$ cat src/rtl/dq_pkg.sv
// Shared types and constants for the double-ended queue.
package dq_pkg;

    localparam int DEPTH_DEF = 32;
    localparam int DATA_W    = 32;
    localparam int OCC_W     = 6;

    typedef enum logic [2:0] {
        OP_PUSH_FRONT = 3'd0,
        OP_PUSH_BACK  = 3'd1,
        OP_POP_FRONT  = 3'd2,
        OP_POP_BACK   = 3'd3,
        OP_LIST       = 3'd4
    } op_t;

    typedef enum logic [1:0] {
        ST_OK    = 2'd0,
        ST_EMPTY = 2'd1,
        ST_FULL  = 2'd2
    } status_t;

    typedef struct packed {
        op_t                      op;
        logic signed [DATA_W-1:0] value;
    } req_t;

    typedef struct packed {
        status_t                  status;
        logic signed [DATA_W-1:0] word;
        logic                     last;
        logic [OCC_W-1:0]         occupancy;
    } resp_t;

endpackage

$ cat src/rtl/dq_ram.sv
// Slot storage: one write port, one read port, registered read data.
module dq_ram #(
    parameter int DEPTH  = dq_pkg::DEPTH_DEF,
    parameter int ADDR_W = $clog2(DEPTH),
    parameter int DATA_W = dq_pkg::DATA_W
) (
    input  logic              clk,
    input  logic              we,
    input  logic [ADDR_W-1:0] waddr,
    input  logic [DATA_W-1:0] wdata,
    input  logic              re,
    input  logic [ADDR_W-1:0] raddr,
    output logic [DATA_W-1:0] rdata
);

    logic [DATA_W-1:0] mem [DEPTH];
    logic [DATA_W-1:0] rdata_reg;

    always_ff @(posedge clk)
    begin
        if (we)
        begin
            mem[waddr] <= wdata;
        end
        if (re)
        begin
            rdata_reg <= mem[raddr];
        end
    end

    assign rdata = rdata_reg;

endmodule

$ cat src/rtl/double_ended_queue.sv
// Double-ended queue top level: ring-buffer control around the slot memory.
// Push and pop: one request per cycle while not busy, result in the cycle after acceptance.
// List: one result per held word, one per cycle; busy stays high while the remaining words are read.
// Empty list, full push, empty pop: single result in the cycle after acceptance.
// Reset empties the queue; slot contents are not cleared. The receiver cannot stall.
module double_ended_queue #(
    parameter int DEPTH = dq_pkg::DEPTH_DEF
) (
    input  logic          clk,
    input  logic          rst_n,
    input  logic          start,
    input  dq_pkg::req_t  req,
    output logic          busy,
    output logic          done,
    output dq_pkg::resp_t resp
);

    localparam int IDX_W  = $clog2(DEPTH);
    localparam int CNT_W  = $clog2(DEPTH + 1);
    localparam int DATA_W = dq_pkg::DATA_W;
    localparam int OCC_W  = dq_pkg::OCC_W;

    typedef enum logic {
        S_IDLE,
        S_LIST
    } state_t;

    state_t              state_reg, state_next;
    logic [IDX_W-1:0]    front_reg, front_next;
    logic [CNT_W-1:0]    count_reg, count_next;
    logic [CNT_W-1:0]    list_off_reg, list_off_next;
    logic                done_reg, done_next;
    dq_pkg::status_t     status_reg, status_next;
    logic                last_reg, last_next;
    logic [CNT_W-1:0]    occ_reg, occ_next;
    logic                word_sel_reg, word_sel_next;

    logic                accept;
    logic                full;
    logic                empty;
    logic                we;
    logic [IDX_W-1:0]    waddr;
    logic                re;
    logic [IDX_W-1:0]    raddr;
    logic [DATA_W-1:0]   rdata;

    function automatic logic [IDX_W-1:0] wrap_add(input logic [IDX_W-1:0] base,
                                                  input logic [IDX_W-1:0] off);
        logic [IDX_W:0] s;
        s = {1'b0, base} + {1'b0, off};
        if (s >= (IDX_W+1)'(DEPTH))
        begin
            s = s - (IDX_W+1)'(DEPTH);
        end
        return s[IDX_W-1:0];
    endfunction

    assign busy   = (state_reg == S_LIST);
    assign accept = start && !busy;
    assign full   = (count_reg == CNT_W'(DEPTH));
    assign empty  = (count_reg == '0);

    always_comb
    begin
        state_next    = state_reg;
        front_next    = front_reg;
        count_next    = count_reg;
        list_off_next = list_off_reg;
        done_next     = 1'b0;
        status_next   = dq_pkg::ST_OK;
        last_next     = 1'b1;
        occ_next      = count_reg;
        word_sel_next = 1'b0;
        we            = 1'b0;
        waddr         = '0;
        re            = 1'b0;
        raddr         = '0;

        case (state_reg)
            S_IDLE:
            begin
                if (accept)
                begin
                    case (req.op)
                        dq_pkg::OP_PUSH_FRONT, dq_pkg::OP_PUSH_BACK:
                        begin
                            done_next = 1'b1;
                            if (full)
                            begin
                                status_next = dq_pkg::ST_FULL;
                            end
                            else
                            begin
                                we = 1'b1;
                                if (req.op == dq_pkg::OP_PUSH_FRONT)
                                begin
                                    front_next = (front_reg == '0) ? IDX_W'(DEPTH - 1)
                                                                   : front_reg - 1'b1;
                                    waddr      = front_next;
                                end
                                else
                                begin
                                    waddr = wrap_add(front_reg, IDX_W'(count_reg));
                                end
                                count_next = count_reg + 1'b1;
                                occ_next   = count_next;
                            end
                        end
                        dq_pkg::OP_POP_FRONT, dq_pkg::OP_POP_BACK:
                        begin
                            done_next = 1'b1;
                            if (empty)
                            begin
                                status_next = dq_pkg::ST_EMPTY;
                            end
                            else
                            begin
                                re            = 1'b1;
                                word_sel_next = 1'b1;
                                if (req.op == dq_pkg::OP_POP_FRONT)
                                begin
                                    raddr      = front_reg;
                                    front_next = wrap_add(front_reg, IDX_W'(1));
                                end
                                else
                                begin
                                    raddr = wrap_add(front_reg, IDX_W'(count_reg - 1'b1));
                                end
                                count_next = count_reg - 1'b1;
                                occ_next   = count_next;
                            end
                        end
                        dq_pkg::OP_LIST:
                        begin
                            done_next = 1'b1;
                            if (empty)
                            begin
                                status_next = dq_pkg::ST_EMPTY;
                            end
                            else
                            begin
                                re            = 1'b1;
                                raddr         = front_reg;
                                word_sel_next = 1'b1;
                                last_next     = (count_reg == CNT_W'(1));
                                list_off_next = CNT_W'(1);
                                if (count_reg != CNT_W'(1))
                                begin
                                    state_next = S_LIST;
                                end
                            end
                        end
                        default:
                        begin
                        end
                    endcase
                end
            end
            S_LIST:
            begin
                re            = 1'b1;
                raddr         = wrap_add(front_reg, IDX_W'(list_off_reg));
                done_next     = 1'b1;
                word_sel_next = 1'b1;
                last_next     = (list_off_reg == count_reg - 1'b1);
                list_off_next = list_off_reg + 1'b1;
                if (last_next)
                begin
                    state_next = S_IDLE;
                end
            end
            default:
            begin
                state_next = S_IDLE;
            end
        endcase
    end

    always_ff @(posedge clk or negedge rst_n)
    begin
        if (!rst_n)
        begin
            state_reg    <= S_IDLE;
            front_reg    <= '0;
            count_reg    <= '0;
            list_off_reg <= '0;
            done_reg     <= 1'b0;
            status_reg   <= dq_pkg::ST_OK;
            last_reg     <= 1'b0;
            occ_reg      <= '0;
            word_sel_reg <= 1'b0;
        end
        else
        begin
            state_reg    <= state_next;
            front_reg    <= front_next;
            count_reg    <= count_next;
            list_off_reg <= list_off_next;
            done_reg     <= done_next;
            status_reg   <= status_next;
            last_reg     <= last_next;
            occ_reg      <= occ_next;
            word_sel_reg <= word_sel_next;
        end
    end

    dq_ram #(
        .DEPTH  (DEPTH),
        .ADDR_W (IDX_W),
        .DATA_W (DATA_W)
    ) u_ram (
        .clk   (clk),
        .we    (we),
        .waddr (waddr),
        .wdata (req.value),
        .re    (re),
        .raddr (raddr),
        .rdata (rdata)
    );

    assign done           = done_reg;
    assign resp.status    = status_reg;
    assign resp.word      = word_sel_reg ? rdata : '0;
    assign resp.last      = last_reg;
    assign resp.occupancy = OCC_W'(occ_reg);

`ifndef SYNTHESIS
    a_count_bound: assert property (@(posedge clk) disable iff (!rst_n)
        count_reg <= CNT_W'(DEPTH))
        else $error("held count exceeds depth");

    a_list_needs_two: assert property (@(posedge clk) disable iff (!rst_n)
        (state_reg == S_LIST) |-> (count_reg > CNT_W'(1)))
        else $error("list sequencing with fewer than two words");

    a_list_offset: assert property (@(posedge clk) disable iff (!rst_n)
        (state_reg == S_LIST) |-> (list_off_reg < count_reg))
        else $error("list offset out of range");

    a_burst_continues: assert property (@(posedge clk) disable iff (!rst_n)
        (done && !resp.last) |=> done)
        else $error("result burst ended without last");

    a_idle_after_last: assert property (@(posedge clk) disable iff (!rst_n)
        (done && resp.last) |-> !busy)
        else $error("busy while final result shown");
`endif

endmodule
$ cat config.mk
export PLATFORM = sky130hd
export DESIGN_NAME = double_ended_queue
export DESIGN_NICKNAME = d
export VERILOG_FILES = /design/src/rtl/dq_pkg.sv /design/src/rtl/dq_ram.sv /design/src/rtl/double_ended_queue.sv
export SDC_FILE = /design/constraint.sdc
export NUM_CORES = 1
export LEC_CHECK = 0
export BUFFER_PORTS_ARGS = -buffer_cell sky130_fd_sc_hd__buf_4
export CORE_MARGIN = 2
export CORE_UTILIZATION = 40
export DETAILED_ROUTE_END_ITERATION = 16
export SYNTH_ARGS = -nofsm -noshare
export SYNTH_HDL_FRONTEND = slang
export SYNTH_SLANG_ARGS = --single-unit
$ cat constraint.sdc
create_clock -name clk -period 9.8 [get_ports clk]
set_input_delay 0.98 -clock clk [delete_from_list [all_inputs] [get_ports clk]]
set_output_delay 0.98 -clock clk [all_outputs]
set_load 0.01 [all_outputs]
* Yosys cells after proc, flatten, opt, wreduce, memory -nomap -nowiden
Memories as Yosys holds them, arrays and structs flattened. A register that Yosys moved wholly into a read port is not among the register bits. Index checks and enable logic that the tools add are counted.
Operators by class: $add $sub $neg 12, order comparisons 4, equality and inequality tests 15, muxes and demuxes 57, bitwise gates (word level) 1, reductions and logical operators 13
Operators by type and width (number):
- $mux W5 | 18
- $mux W32 | 1
- $mux W6 | 5
- $pmux W5 S2 | 3
- $sub A5 B1 Y5 const B | 5
- $ge A6 B6 Y1 const B | 4
- $pmux W6 S2 | 2
- $mux W1 | 20
- $add A5 B5 Y6 | 3
- $add A6 B1 Y6 const B | 2
- $ne A2 B2 Y1 const B | 6
- $pmux W1 S2 | 4
- $reduce_and A7 Y1 | 1
- $add A5 B1 Y6 const B | 1
- $eq A3 B2 Y1 const B | 2
- $eq A6 B1 Y1 const B | 1
- $eq A6 B6 Y1 | 1
- $eq A6 B6 Y1 const B | 1
- $logic_not A6 Y1 | 1
- $mux W2 | 3
- $ne A6 B1 Y1 const B | 1
- $sub A6 B1 Y6 const B | 1
- $logic_not A5 Y1 | 1
- $reduce_and A5 Y1 | 1
- 13 further kinds | 14
Storage, ports and cells: flip-flop bits (word level) 23, memory bits (writable) 1024, logic and storage cells 111, memories 1
Memory list:
- u_ram.mem | depth 32, bits a word 32, read ports 1, clocked after memory_dff 1, wr ports 1, line dq_ram.sv:16 | logic [DATA_W-1:0] mem [DEPTH];

* Depth between registers and ports, before layout
word-level depth 9, gate-level depth with buffers 15

* Modules after synthesis
From an unflattened synthesis, not the netlist that was laid out.
Second synthesis, totals: cell total of the unflattened synthesis 2537, area total of the unflattened synthesis 43171.4 µm²
By module, submodules not included:
- dq_ram | times used 1, cells each 2260, area an instance 40812.9 µm²
- double_ended_queue | times used 1, cells each 277, area an instance 2358.5 µm²

* Worst setup path after synthesis
Ideal clock, no wire load.
path kind input -> register, start input req[32] (netlist name), end memory u_ram.mem[17][0] (enable), setup time 421 ps, arrival time 3693 ps, required time 9379 ps, slack 5686 ps, stages on the path 7, buffers on the path 1, cell sequence buf_1 -> or3_1 -> mux2_2 -> and2_1 -> nor2_1 -> nand2_1 -> nor2_1
On the way: cells in the longest elaborated chain, start to end 7
RTL lines:
- start, declared | line double_ended_queue.sv:12 | input dq_pkg::req_t req,
- $eq A3 B1 Y1 / $logic_not A3 Y1 (equally long branches) | line double_ended_queue.sv:84, double_ended_queue.sv:95
- $reduce_or A2 Y1 | line double_ended_queue.sv:84 | case (req.op)
- $mux W1 | line double_ended_queue.sv:84
- $mux W1 | line double_ended_queue.sv:82 | if (accept)
- $mux W1 | line double_ended_queue.sv:79 | case (state_reg)
- $mux W1 | line dq_ram.sv:21 | if (we)
- $mux W1 (implied by the code) | line dq_ram.sv:23 | mem[waddr] <= wdata;
- end, declared | line dq_ram.sv:16
Parallel ways exist; a longest one is shown, timed or not.

==> results by group <==
Die
  – Die area: 0.113 sq mm
  – Site Rows: 122
  – Core area: 0.110 sq mm
  – Chip width: 337 microns
  – Starting Density: 0.402
  – I/O pin count: 81
  – Chip Height: 337 microns

Logic synthesis
  – Sequential area share after synthesis: 0.730
  – Mapped Nets: 3,619
  – Synthesized cell area: 0.0443 sq mm
  – Mapped Cells: 3,559
  – Post-synthesis xor/xnor area fraction: 0.00633
  – Cell taking the most area after synthesis: edfxtp_1
  – Area fraction in compound gates after synthesis: 0.0346
  – Main synth FF type: edfxtp_1
  – Largest family of logic cells by synthesized area: simple AND/OR/NAND/NOR gates
  – Synth Warn #: 0
  – Ys async rst share: 0.0213
  – Post-synth EDFFs: 1,056
  – Seq cells post-synth: 1,079
  – Mux cell area share after synthesis: 0.000933
  – Synth area leaders: edfxtp_1, nand2_1, nand3_1
  – Synth top area share: 0.717
  – Post-Synth Adder-Cell Area: 0.00673
  – Post-Synth Simple-Gate Area: 0.194
  – Cell variety after synth: 62
  – Syn Area/Cell: 12.4 sq um

Setup path
  – Critical Path Fanout Max: 79
  – Worst reg2reg startpoint: occ_reg[0]
  – CP Launch Type: flop
  – Worst Path Required: 10,250 ps
  – Critical path origin: occ_reg[0]
  – CP arrival: 5330 ps
  – Crit Path Class: flop to flop
  – Critical path capture point type: flop

Drt
  – Initial drt markers: 3,681
  – Drt first pass iters: 5
  – Final wirelength: 127 mm
  – Drt drc: 0
  – Vias per Instance: 5.54
  – Routed len/inst: 24.7 microns
  – DR vias: 28,600
  – Antenna viol nets, final: 0

Outcome
  – Status: finished clean

GRT
  – Largest net degree at the start of global routing: 211
  – Initial antenna violation count: 20
  – All-Layer GR Usage: 0.223
  – Vias in the first global route: 26,500
  – Overflow after GRT: 0
  – First-pass GRT wire length: 185 mm

STA
  – Final setup TNS: 0 ps
  – Clock Skews: 21.3 ps
  – Final setup violation count: 0
  – Slew Limit Headroom: 0.0642
  – RSZ-0062 raised after global routing: no
  – Fmax: 0.205 GHz
  – Final Cycle Share: 0.498
  – Fin. Hold Viols: 0
  – Tmin final: 4880 ps
  – Final WS setup: 4920 ps
  – Worst slew pin tran: 1400 ps
  – Max-slew violations: 0

Clock network
  – PostCTS Resize Cnt: 0
  – Clock latency on the worst-skew pair: 700 ps
  – CTS Buffer Depth: 3
  – Cts bufs inserted: 110
  – CTS tree: done
  – # hold bufs at CTS: 0
  – Postcts setup bufs: 0
  – Clock sink count: 1,079
  – Worst-path clk slew: 60 ps
  – Htree depth: 3
  – Root Driver: clkbuf_16

Placement
  – Placed Cells: 4,956
  – Detailed placer's ending HPWL: 61.8 mm
  – GPL Wtd Cong: 0.790
  – Post-place setup slack: 5000 ps
  – Count of input and output buffers: 80

Min path
  – Worst min path class: input port to asynchronous set/reset pin

Final layout
  – Fin cells: 5,171
  – Syn-to-layout area delta: 12.9%
  – Number of flip-flops in the largest register: 1,024
  – Share of layout cells above drive strength 1: 0.0961
  – Final #Nets: 3,640

Job
  – Max cap viols: 0
synth_stat cells, types with 8 or more instances:
cell type / instances
edfxtp_1: 1056
buf_2: 140
ha_1: 19
inv_1: 12
o21ai_0: 13
and2_1: 35
dfrtp_1: 23
xor2_1: 18
nor2_1: 49
xnor2_1: 14
nand3_1: 640
nor3_1: 8
o211ai_1: 126
a21oi_1: 25
and4_1: 31
nand2_1: 1181
clkbuf_1: 42
buf_4: 33
buf_1: 10
through the flow:
step                area [sq um]  hold slack, ps   util
floorplan                  44300             535      -
global placement           46300             563  0.420
detailed placement         46300             588  0.420
CTS                        49900             159  0.453
global route               49900             185  0.453
finish                     49900             181  0.453
layout by cell type (no fill, tap or decap), types with 4 or more instances in the layout:
cell type	instances
a21oi_1	25
xnor2_1	14
and4_1	31
clkbuf_16	112
clkinvlp_4	5
ha_1	19
nor2_4	36
o211ai_1	126
o21ai_0	13
nor3_1	8
clkbuf_1	24
bufinv_16	12
buf_12	4
nand2_1	1181
clkinv_2	28
nand4_1	4
nor2_1	17
a21o_1	6
buf_4	132
a22oi_1	5
edfxtp_1	1056
inv_1	12
and2_1	35
clkinv_1	19
xor2_1	18
dfrtp_1	23
nand3_1	640
and3_1	7
diode_2	8
cell type report:
class	count	area, sq um
repair buffers	136	1070
flip-flops and latches	1079	32300
diodes	8	20.0
fillers	9916	60300
well taps	1488	1860
multi-input cells	2241	11000
clock buffers	136	2890
clock inverters	71	718
inverters	12	45.0
per-layer routing:
layer | up-vias | part of all wire | track usage
li1 | 12900 | - | -
met1 | 14300 | 0.42 | 0.327
met3 | 215 | 0.097 | 0.0434
met5 | - | 0.00063 | 0
met4 | 14 | 0.024 | 0.0570
met2 | 1242 | 0.46 | 0.341
cell families (layout without fill, tap and decap cells):
family	count (synthesis)	in the layout
AOI/OAI and AO/OA	206	206
xor gates and xnor gates	32	32
adders and majority gates	22	22
buffers and inverters	239	355
DFF	1079	1079
muxes	4	4
other	0	8
and+or+nand+nor	1977	1977
worst paths after layout:
| path | end | slack [ps] | depth (start not counted) |
|---|---|---|---|
| setup / recovery | u_ram.rdata[10] | 4920 | 13 |
| hold / removal | occ_reg[2] | 180 | 1 |
| setup reg to reg | u_ram.rdata[10] | 4920 | 13 |
| hold reg to reg | list_off_reg[5] | 590 | 2 |
| max in group asynchronous | list_off_reg[2] | 9360 | 1 |
| min in group clk | done | 510 | 2 |
critical path, stage by stage, from the launching register on:
cell,delay [ps]
dfrtp_1,560
inv_1,170
ha_1,360
inv_1,100
fa_1,400
xnor2_1,180
o32ai_1,140
a22oi_2,280
buf_4,720
buf_4,840
nand3_1,130
nand3_1,140
o211ai_1,150
and4_1,280
Power is left out: the tool's default activity adds up to more than one toggle a clock period on the data nets, which glitch-free logic cannot reach.
